`config.mk`:
```
export PLATFORM = sky130hd
export DESIGN_NAME = tiny_mlp_binary_classifier_core
export DESIGN_NICKNAME = d
export VERILOG_FILES = /design/src/tmlp_pkg.sv /design/src/tiny_mlp_binary_classifier_core.sv /design/src/tmlp_mac_cell.sv /design/src/tmlp_out_stage.sv
export SDC_FILE = /design/constraint.sdc
export NUM_CORES = 2
export LEC_CHECK = 0
export BUFFER_PORTS_ARGS = -buffer_cell sky130_fd_sc_hd__buf_4
export CAP_MARGIN = 20
export CORE_MARGIN = 2
export CORE_UTILIZATION = 55
export CTS_CLUSTER_DIAMETER = 80
export DETAILED_ROUTE_END_ITERATION = 12
export PLACE_DENSITY = 0.7
export SYNTH_ARGS = -nofsm -noshare
export SYNTH_HDL_FRONTEND = slang
export SYNTH_SLANG_ARGS = --single-unit
```
`constraint.sdc`:
```
create_clock -name i_clk -period 9.67 [get_ports i_clk]
set_input_delay 0.967 -clock i_clk [delete_from_list [all_inputs] [get_ports i_clk]]
set_output_delay 0.967 -clock i_clk [all_outputs]
set_load 0.02 [all_outputs]
```
`src/tmlp_pkg.sv`:
```
// ----------------------------------------------------------------------------
// tmlp_pkg
// Shared types, constants and the activation table of the two-layer
// perceptron classifier.
// ----------------------------------------------------------------------------
`default_nettype none

package tmlp_pkg;

    localparam int MAX_FEATURES     = 7;
    localparam int DEF_FEATURE_COUNT = 7;
    localparam int BYTE_W           = 8;
    localparam int FRAC_BITS        = 8;
    // 255 << 8 plus seven products of 255 * 255 stays below 2**20.
    localparam int ACC_W            = 20;
    // 255 << 8 plus two products of 243 * 255 stays below 2**18.
    localparam int OUT_ACC_W        = 18;
    localparam int CFG_DATA_W       = 64;
    localparam int CFG_IDX_W        = 2;
    localparam int OUT_REG_W        = 24;

    localparam logic [BYTE_W-1:0] SAT_LIMIT       = 8'd255;
    localparam logic [BYTE_W-1:0] CLASS_THRESHOLD = 8'd128;

    localparam logic [CFG_IDX_W-1:0] REG_HIDDEN_FIRST  = 2'd0;
    localparam logic [CFG_IDX_W-1:0] REG_HIDDEN_SECOND = 2'd1;
    localparam logic [CFG_IDX_W-1:0] REG_OUTPUT        = 2'd2;

    typedef struct packed {
        logic [BYTE_W-1:0] feature_a;
        logic [BYTE_W-1:0] feature_b;
        logic [BYTE_W-1:0] feature_c;
        logic [BYTE_W-1:0] feature_d;
        logic [BYTE_W-1:0] feature_e;
        logic [BYTE_W-1:0] feature_f;
        logic [BYTE_W-1:0] feature_g;
        logic              final_sample;
    } t_in_item;

    typedef struct packed {
        logic class_bit;
        logic final_result;
    } t_out_item;

    // What travels from cell to cell: the sample and both partial sums.
    typedef struct packed {
        t_in_item         item;
        logic [ACC_W-1:0] acc_first;
        logic [ACC_W-1:0] acc_second;
    } t_cell_data;

    localparam logic [BYTE_W-1:0] ACT_TABLE [256] = '{
        8'd12,8'd12,8'd12,8'd12,8'd13,8'd13,8'd13,8'd14,8'd14,8'd14,8'd15,8'd15,
        8'd15,8'd16,8'd16,8'd16,8'd17,8'd17,8'd18,8'd18,8'd18,8'd19,8'd19,8'd20,
        8'd20,8'd21,8'd21,8'd21,8'd22,8'd22,8'd23,8'd23,8'd24,8'd24,8'd25,8'd26,
        8'd26,8'd27,8'd27,8'd28,8'd28,8'd29,8'd30,8'd30,8'd31,8'd32,8'd32,8'd33,
        8'd34,8'd34,8'd35,8'd36,8'd36,8'd37,8'd38,8'd39,8'd39,8'd40,8'd41,8'd42,
        8'd43,8'd44,8'd44,8'd45,8'd46,8'd47,8'd48,8'd49,8'd50,8'd51,8'd52,8'd53,
        8'd54,8'd55,8'd56,8'd57,8'd58,8'd59,8'd60,8'd61,8'd62,8'd63,8'd64,8'd66,
        8'd67,8'd68,8'd69,8'd70,8'd72,8'd73,8'd74,8'd75,8'd76,8'd78,8'd79,8'd80,
        8'd82,8'd83,8'd84,8'd86,8'd87,8'd88,8'd90,8'd91,8'd92,8'd94,8'd95,8'd97,
        8'd98,8'd99,8'd101,8'd102,8'd104,8'd105,8'd107,8'd108,8'd110,8'd111,
        8'd113,8'd114,8'd116,8'd117,8'd119,8'd120,8'd122,8'd123,8'd125,8'd126,
        8'd128,8'd129,8'd130,8'd132,8'd133,8'd135,8'd136,8'd138,
        8'd139,8'd141,8'd142,8'd144,8'd145,8'd147,8'd148,8'd150,8'd151,8'd153,
        8'd154,8'd156,8'd157,8'd158,8'd160,8'd161,8'd163,8'd164,
        8'd165,8'd167,8'd168,8'd169,8'd171,8'd172,8'd173,8'd175,8'd176,8'd177,
        8'd179,8'd180,8'd181,8'd182,8'd183,8'd185,8'd186,8'd187,
        8'd188,8'd189,8'd191,8'd192,8'd193,8'd194,8'd195,8'd196,8'd197,8'd198,
        8'd199,8'd200,8'd201,8'd202,8'd203,8'd204,8'd205,8'd206,
        8'd207,8'd208,8'd209,8'd210,8'd211,8'd211,8'd212,8'd213,8'd214,8'd215,
        8'd216,8'd216,8'd217,8'd218,8'd219,8'd219,8'd220,8'd221,
        8'd221,8'd222,8'd223,8'd223,8'd224,8'd225,8'd225,8'd226,8'd227,8'd227,
        8'd228,8'd228,8'd229,8'd229,8'd230,8'd231,8'd231,8'd232,
        8'd232,8'd233,8'd233,8'd234,8'd234,8'd234,8'd235,8'd235,8'd236,8'd236,
        8'd237,8'd237,8'd237,8'd238,8'd238,8'd239,8'd239,8'd239,
        8'd240,8'd240,8'd240,8'd241,8'd241,8'd241,8'd242,8'd242,8'd242,8'd243,
        8'd243,8'd243
    };

    function automatic logic [BYTE_W-1:0] feature_of(t_in_item item, logic [2:0] idx);
        logic [BYTE_W-1:0] f;
        unique case (idx)
            3'd0:    f = item.feature_a;
            3'd1:    f = item.feature_b;
            3'd2:    f = item.feature_c;
            3'd3:    f = item.feature_d;
            3'd4:    f = item.feature_e;
            3'd5:    f = item.feature_f;
            3'd6:    f = item.feature_g;
            default: f = '0;
        endcase
        return f;
    endfunction

endpackage

`default_nettype wire

```
`src/tiny_mlp_binary_classifier_core.sv`:
```
// ----------------------------------------------------------------------------
// tiny_mlp_binary_classifier_core
// Two-layer perceptron classifier: a chain of multiply-accumulate cells,
// one per feature, followed by the activation and output neuron stage.
// ----------------------------------------------------------------------------
// A sample passes through the register of each chain cell and then the
// activation and output registers; a stall on the result side holds it.
// Throughput: one sample per cycle unless the result side stalls; each chain
// cell and output stage takes a new request when empty or its successor moves.
// Reset: synchronous, active low; clears all valid flags and the weights.
`default_nettype none

module tiny_mlp_binary_classifier_core #(
    parameter int FEATURE_COUNT = tmlp_pkg::DEF_FEATURE_COUNT
) (
    input  wire logic                               i_clk,
    input  wire logic                               i_rst_n,
    input  wire logic                               i_in_valid,
    input  wire tmlp_pkg::t_in_item                 i_in_data,
    output logic                                    o_in_stall,
    output logic                                    o_out_valid,
    output tmlp_pkg::t_out_item                     o_out_data,
    input  wire logic                               i_out_stall,
    input  wire logic                               i_cfg_wen,
    input  wire logic [tmlp_pkg::CFG_IDX_W-1:0]     i_cfg_index,
    input  wire logic [tmlp_pkg::CFG_DATA_W-1:0]    i_cfg_wdata
);
    import tmlp_pkg::*;

    logic [CFG_DATA_W-1:0]  r_hidden_first;
    logic [CFG_DATA_W-1:0]  r_hidden_second;
    logic [OUT_REG_W-1:0]   r_output_weights;

    logic                   w_valid [FEATURE_COUNT+1];
    t_cell_data             w_data  [FEATURE_COUNT+1];
    logic                   w_en    [FEATURE_COUNT+1];

    always_ff @(posedge i_clk) begin
        if (!i_rst_n) begin
            r_hidden_first   <= '0;
            r_hidden_second  <= '0;
            r_output_weights <= '0;
        end else if (i_cfg_wen) begin
            unique case (i_cfg_index)
                REG_HIDDEN_FIRST:  r_hidden_first   <= i_cfg_wdata;
                REG_HIDDEN_SECOND: r_hidden_second  <= i_cfg_wdata;
                REG_OUTPUT:        r_output_weights <= i_cfg_wdata[OUT_REG_W-1:0];
                default: ;
            endcase
        end
    end

    // The chain starts from the biases scaled to the accumulator's fraction.
    always_comb begin
        w_valid[0]           = i_in_valid;
        w_data[0].item       = i_in_data;
        w_data[0].acc_first  = ACC_W'({r_hidden_first[7:0], 8'd0});
        w_data[0].acc_second = ACC_W'({r_hidden_second[7:0], 8'd0});
    end

    assign o_in_stall = !w_en[0];

    for (genvar k = 0; k < FEATURE_COUNT; k++) begin : g_cell
        tmlp_mac_cell #(
            .IDX(k)
        ) u_cell (
            .i_clk          (i_clk),
            .i_rst_n        (i_rst_n),
            .i_valid        (w_valid[k]),
            .i_data         (w_data[k]),
            .i_weight_first (r_hidden_first[BYTE_W*(k+1) +: BYTE_W]),
            .i_weight_second(r_hidden_second[BYTE_W*(k+1) +: BYTE_W]),
            .i_next_en      (w_en[k+1]),
            .o_en           (w_en[k]),
            .o_valid        (w_valid[k+1]),
            .o_data         (w_data[k+1])
        );
    end

    tmlp_out_stage u_out (
        .i_clk        (i_clk),
        .i_rst_n      (i_rst_n),
        .i_valid      (w_valid[FEATURE_COUNT]),
        .i_data       (w_data[FEATURE_COUNT]),
        .i_out_weights(r_output_weights),
        .i_out_stall  (i_out_stall),
        .o_en         (w_en[FEATURE_COUNT]),
        .o_valid      (o_out_valid),
        .o_data       (o_out_data)
    );

endmodule

`default_nettype wire

```
`src/tmlp_mac_cell.sv`:
```
// ----------------------------------------------------------------------------
// tmlp_mac_cell
// One cell of the hidden-layer chain: adds the products of its feature and
// its two weights to the two hidden partial sums and hands the request on.
// ----------------------------------------------------------------------------
`default_nettype none

module tmlp_mac_cell #(
    parameter int IDX = 0
) (
    input  wire logic                      i_clk,
    input  wire logic                      i_rst_n,
    input  wire logic                      i_valid,
    input  wire tmlp_pkg::t_cell_data      i_data,
    input  wire logic [7:0]                i_weight_first,
    input  wire logic [7:0]                i_weight_second,
    input  wire logic                      i_next_en,
    output logic                           o_en,
    output logic                           o_valid,
    output tmlp_pkg::t_cell_data           o_data
);
    import tmlp_pkg::*;

    logic                    r_valid;
    t_cell_data              r_data;
    t_cell_data              n_data;
    logic [BYTE_W-1:0]       w_feat;
    logic [2*BYTE_W-1:0]     w_prod_first;
    logic [2*BYTE_W-1:0]     w_prod_second;

    // The cell moves when it is empty or its neighbor takes its contents.
    assign o_en = !r_valid || i_next_en;

    always_comb begin
        w_feat        = feature_of(i_data.item, 3'(IDX));
        w_prod_first  = w_feat * i_weight_first;
        w_prod_second = w_feat * i_weight_second;
        n_data            = i_data;
        n_data.acc_first  = i_data.acc_first + ACC_W'(w_prod_first);
        n_data.acc_second = i_data.acc_second + ACC_W'(w_prod_second);
    end

    always_ff @(posedge i_clk) begin
        if (!i_rst_n) begin
            r_valid <= 1'b0;
        end else if (o_en) begin
            r_valid <= i_valid;
        end
    end

    always_ff @(posedge i_clk) begin
        if (o_en) begin
            r_data <= n_data;
        end
    end

    assign o_valid = r_valid;
    assign o_data  = r_data;

endmodule

`default_nettype wire

```
`src/tmlp_out_stage.sv`:
```
// ----------------------------------------------------------------------------
// tmlp_out_stage
// Saturates the hidden sums, maps them through the activation table and
// evaluates the linear output neuron, registering its class threshold result.
// ----------------------------------------------------------------------------
`default_nettype none

module tmlp_out_stage (
    input  wire logic                      i_clk,
    input  wire logic                      i_rst_n,
    input  wire logic                      i_valid,
    input  wire tmlp_pkg::t_cell_data      i_data,
    input  wire logic [23:0]               i_out_weights,
    input  wire logic                      i_out_stall,
    output logic                           o_en,
    output logic                           o_valid,
    output tmlp_pkg::t_out_item            o_data
);
    import tmlp_pkg::*;

    localparam int HI_W  = ACC_W - FRAC_BITS;
    localparam int OHI_W = OUT_ACC_W - FRAC_BITS;

    logic                    r_act_valid;
    logic [BYTE_W-1:0]       r_act_first;
    logic [BYTE_W-1:0]       r_act_second;
    logic                    r_act_final;
    logic                    r_out_valid;
    t_out_item               r_out;
    logic                    w_out_en;
    logic [HI_W-1:0]         w_hi_first;
    logic [HI_W-1:0]         w_hi_second;
    logic [BYTE_W-1:0]       w_sat_first;
    logic [BYTE_W-1:0]       w_sat_second;
    logic [2*BYTE_W-1:0]     w_prod_first;
    logic [2*BYTE_W-1:0]     w_prod_second;
    logic [OUT_ACC_W-1:0]    w_out_acc;
    logic [OHI_W-1:0]        w_out_hi;
    logic [BYTE_W-1:0]       w_out_sat;
    t_out_item               n_out;

    assign w_out_en = !r_out_valid || !i_out_stall;
    assign o_en     = !r_act_valid || w_out_en;

    always_comb begin
        w_hi_first   = i_data.acc_first[ACC_W-1:FRAC_BITS];
        w_hi_second  = i_data.acc_second[ACC_W-1:FRAC_BITS];
        w_sat_first  = (w_hi_first > HI_W'(SAT_LIMIT)) ? SAT_LIMIT : w_hi_first[BYTE_W-1:0];
        w_sat_second = (w_hi_second > HI_W'(SAT_LIMIT)) ? SAT_LIMIT : w_hi_second[BYTE_W-1:0];
    end

    always_comb begin
        w_prod_first  = r_act_first * i_out_weights[15:8];
        w_prod_second = r_act_second * i_out_weights[23:16];
        w_out_acc = OUT_ACC_W'({i_out_weights[7:0], 8'd0})
                  + OUT_ACC_W'(w_prod_first)
                  + OUT_ACC_W'(w_prod_second);
        w_out_hi  = w_out_acc[OUT_ACC_W-1:FRAC_BITS];
        w_out_sat = (w_out_hi > OHI_W'(SAT_LIMIT)) ? SAT_LIMIT : w_out_hi[BYTE_W-1:0];
        n_out.class_bit    = (w_out_sat > CLASS_THRESHOLD);
        n_out.final_result = r_act_final;
    end

    always_ff @(posedge i_clk) begin
        if (!i_rst_n) begin
            r_act_valid <= 1'b0;
            r_out_valid <= 1'b0;
        end else begin
            if (o_en) begin
                r_act_valid <= i_valid;
            end
            if (w_out_en) begin
                r_out_valid <= r_act_valid;
            end
        end
    end

    always_ff @(posedge i_clk) begin
        if (o_en) begin
            r_act_first  <= ACT_TABLE[w_sat_first];
            r_act_second <= ACT_TABLE[w_sat_second];
            r_act_final  <= i_data.item.final_sample;
        end
        if (w_out_en) begin
            r_out <= n_out;
        end
    end

    assign o_valid = r_out_valid;
    assign o_data  = r_out;

endmodule

`default_nettype wire
```
# == After elaboration in Yosys (flattened, before gate mapping) ==
# Memory sizes are Yosys's and may differ from the RTL's. A register that Yosys moved wholly into a read port is not among the register bits.
# Cells that the tools add are included.
# totals
elab_cells,126
latch_bits,0
output_inout_bits,4
rom_bits,4096
input_bits,128
mem_count,2
ram_bits,0
regBits,619
# classes
shift,0
n_bitwise,2
n_reduce_logical,24
mul,16
eq_ne,2
order_cmp,4
add_sub_neg,16
muxes,3
n_div,0
# memory_table
name,words,width,read_ports,rd_clocked_by_memory_dff,write_ports,line,source
(no name shown),256,8,1,1,0,tmlp_out_stage.sv:81,r_act_second <= ACT_TABLE[w_sat_second];
(no name shown),256,8,1,1,0,tmlp_out_stage.sv:80,r_act_first <= ACT_TABLE[w_sat_first];
# ops
operator,n
8-bit by 8-bit multiplier with 16-bit output,16
20-bit by 16-bit adder with 20-bit output,12
16-bit by 16-bit adder with 17-bit output,3
12-bit by 8-bit > comparator with 1-bit output (second input constant),2
8-bit two-way mux,3
18-bit by 16-bit adder with 18-bit output,1
8-bit NOT with 9-bit output,2
1-bit zero test,11
10-bit by 8-bit > comparator with 1-bit output (second input constant),1
1-bit logical OR,9
8-bit > comparator (second input constant),1
2-bit AND reduction,3
2-bit by 1-bit equality test with 1-bit output (second input constant),1
2-bit equality test (second input constant),1
2-bit zero test,1

# == Depth between registers and ports, before layout ==
# logic_depth
word_depth,11
ltp_mapped,31

# == Cells and area by module ==
# From an unflattened synthesis, not the netlist that was laid out.
# hier_totals
hier_cells,7212
area_unflattened_um2,73854.6
# modules_own_cells
mod,n_inst,cells_per_inst,area_each_um2
tmlp_mac_cell at g_cell[1].u_cell ...,2,802,8577.0
tmlp_mac_cell at g_cell[3].u_cell ...,2,781,8451.9
tmlp_out_stage,1,1155,8831.0
tmlp_mac_cell at g_cell[6].u_cell,1,775,8450.6
tmlp_mac_cell at g_cell[5].u_cell,1,782,8398.1
tmlp_mac_cell at g_cell[0].u_cell,1,768,8349.3
tiny_mlp_binary_classifier_core,1,566,5768.0

# == Least setup slack after synthesis ==
# OpenSTA, ideal clock, no wires.
# synth_timing
kind,register -> register
from,reg u_out.r_act_first[4]
to,reg u_out.r_out (netlist bit u_out.o_data[1]) (data pin)
path_buffers,0
setup_time_ps,262
path_stages_with_launch,30
required_time_ps,9408
setup_slack_ps,2750
arrival_ps,6658
path_cell_list,edfxtp_1 and2_1 ha_1 inv_1 fa_1 inv_1 ha_1 inv_1 fa_1 inv_1 ha_1 fa_1 a21o_1 a21oi_1 xnor2_1 ha_1 inv_1 fa_1 fa_1 fa_1 inv_1 ha_1 a21oi_1 nor2_1 a31oi_1 nor4b_1 a31oi_1 a311oi_1 a32o_1 nand2_1
# synth_rtl
element,line,source
start: declaration,tmlp_out_stage.sv:25,logic [BYTE_W-1:0] r_act_first;
end signal: assignment,tmlp_out_stage.sv:85,r_out <= n_out;
end: declaration,tmlp_out_stage.sv:29,t_out_item r_out;

==> flow_summary.toml <==
[layout]
num_antenna_cells = 0
area_growth_pct = 7.52
fin_util_pct = 59.8
drive_gt1_share_pct = 4.78
fin_cells = 8112
final_nets = 8112

[timing]
rsz0062_at_grt = "no"
holdWs_ps = 401
hold_viol = 0
post-route-period-util_pct = 78.1
setup_viol_count_final = 0
period_needed_ps = 7550
slew_headroom_pct = 31.3
setup_tns_ps = 0
worst_pin_slew_ps = 1030
drv_slew = 0
clock-skew-final_ps = 37.0
max_freq_mhz = 132

[worst_setup_path]
worst-path-stages = 29
reg2reg_depth = 29
critPathLaunchType = "flop"
cp_slowest_stage_delay_ps = 510
crit_required_ps = 10060
slowest_stage = "edfxtp_1"
cpLargestDelayFamily = "adder cells"
end_kind = "flop"
critPathKind = "reg2reg"
worstPathArrival_ps = 7940
cp_max_fo = 8
crit_buf_inv = 6

[global_route]
overflow = 0
grt_use_total_pct = 25.7
antenna_found_initial = 2
grt_max_degree = 85
grt_pass1_vias = 45300
grt_pass1_wl_microns = 239000

[clocking]
post-cts-setup-buffers = 0
cts.clk_slew.worst_paths_ps = 60
htree_levels = 3
ctsRootBufferMaster = "clkbuf_16"
tritoncts = "built"
clock-sinks = 611
post_cts_resized = 0
clk_path_buf_depth = 3
ctsHoldBuffers = 0
clock_latency_ps = 670
numCtsBuffers = 76

[floorplanning]
boundaryPins = 132
die_y_microns = 342
initial_core_util_pct = 55.6
die-area_sq_mm = 0.117
core_area_sq_mm = 0.113
num_rows = 123
die_w_microns = 342

[drt]
drc = 0
vias = 44100
drtIter0Drc = 2794
first_pass_iters = 5
ant_nets = 0
viasPerCell = 5.43
totalWireLength_microns = 146000
wire_per_inst_microns = 18.0

[job]
drv_cap = 0

[yosys]
netlist_area_sq_mm = 0.0628
syn_inst = 6557
yosysSeqAreaShare_pct = 26.6
synth_edf_count = 450
synth_seq_cells = 611
synth_top_area_share_pct = 24.8
synthFlopType = "edfxtp_1"
synthArstFlopShare_pct = 0
synth_area_leaders = "fa_1, edfxtp_1, ha_1, inv_1, nand2_1"
yosysTopAreaCell = "fa_1"
synth_nets = 8121
syn_area_per_cell_sq_um = 9.58
yosys.cell_types.count = 82
ys.warnings.count = 0

[min_path]
hold_path_depth = 0
worst_hold_path_type = "reg2reg"

[pwr]
irDropWorstVdd_v = 0.000163
power.density_mw_per_mm2 = 170
total_power_mw = 11.5
p_leak_nw = 32.1

[placement]
port_buffers = 131
dpl.hpwl_microns = 112000
dpl.cell_count = 7969
place_congestion = 0.886

[outcome]
status = "finished, final reports clean"
-- cell families after synthesis --
group,Yosys count,synth area share (%)
simple gates,1977,15.0
buf+inv,1556,9.35
fa+ha+maj,1436,37.9
compound gates,785,8.38
flops,611,26.6
xor+xnor,184,2.57
mux,8,0.171
-- layer usage --
metal	vias up	global-route usage [%]	part of all wire [%]	routed length, microns
met5	-	0	0.012	18
met4	2	7.77	3.0	4420
met3	221	3.59	5.6	8220
met2	1171	43.5	48	70400
met1	21900	34.5	43	62900
li1	20700	-	-	-
-- layout make-up --
| class | count | area, sq um |
|---|---|---|
| timing repair buffer | 158 | 1210 |
| fill | 9778 | 45400 |
| sequential | 611 | 16700 |
| inverter | 1311 | 4920 |
| multi-input combinational | 4390 | 40200 |
| clock inverter | 44 | 464 |
| tap | 1500 | 1880 |
| clock buffer | 98 | 2100 |
-- path summary, 6_finish.rpt --
| path | from | end | slack [ps] |
|---|---|---|---|
| setup / recovery | u_out.r_act_first[4] | u_out.o_data[1] | 2120 |
| hold / removal | g_cell[0].u_cell.o_data[63] | g_cell[1].u_cell.o_data[63] | 400 |
| setup reg to reg | u_out.r_act_first[4] | u_out.o_data[1] | 2120 |
| hold reg to reg | g_cell[0].u_cell.o_data[63] | g_cell[1].u_cell.o_data[63] | 400 |
-- cell usage after synthesis, drive strengths merged, types with 40 or more instances --
cell type,count
a21boi,168
a21oi,182
and2,540
buf,40
clkbuf,205
dfxtp,161
edfxtp,450
fa,779
ha,657
inv,1311
nand2,946
nand3,71
nor2,186
nor2b,41
nor3,88
o21ai,143
xnor2,153
-- where the power goes --
part	internal (mW)	switching (mW)	total, mW
clock network	1.65	1.24	2.89
logic	1.89	2.92	4.81
registers	3.34	0.425	3.77
-- cells in the final DEF (no fill, tap or decap), types with 10 or more instances in the layout --
cell type  instances
a211oi_1          32
a21boi_0         168
a21o_1            29
a21oi_1          181
a311oi_1          11
a31oi_1           27
and2_1           540
and3_1            17
buf_4            157
clkbuf_1          15
clkbuf_16         80
clkinv_2          10
dfxtp_1          161
edfxtp_1         450
fa_1             779
ha_1             657
inv_1           1308
nand2_1          942
nand2b_1          29
nand3_1           71
nor2_1           181
nor2b_1           41
nor3_1            88
o2111ai_1         11
o211ai_1          33
o21a_1            21
o21ai_0          133
o21ai_1           10
o21bai_1          14
o221ai_1          10
o22ai_1           12
o31ai_1           13
or3_1             14
xnor2_1          153
xor2_1            31
-- worst reg2reg max path, delay by kind of cell (launching register included) --
kind	cells	cell delay, ps
adders and majority gates	11	4200
AOI/OAI and AO/OA	7	1480
and+or+nand+nor	4	640
DFF	1	510
buffers and inverters	6	290
xor gates and xnor gates	1	150
-- metrics by stage --
step           cell area [sq um]  setup slack, ps
5_1_grt                    67600             1690
3_3_place_gp               65000             2220
4_1_cts                    67500             2120
3_5_place_dp               65000             2160
2_1_floorplan              62800             2750
6_report                   67600             2120
-- registers in the layout (all words and copies together), names as in the netlist, 2 cells and up --
register / flops
r_output_weights: 24
g_cell.u_cell.o_valid: 7
u_out.r_act_second: 8
g_cell.u_cell.o_data: 431
r_hidden_first: 64
r_hidden_second: 64
u_out.r_act_first: 8
u_out.o_data: 2
No activity file was read; power rests on OpenSTA's default activity.
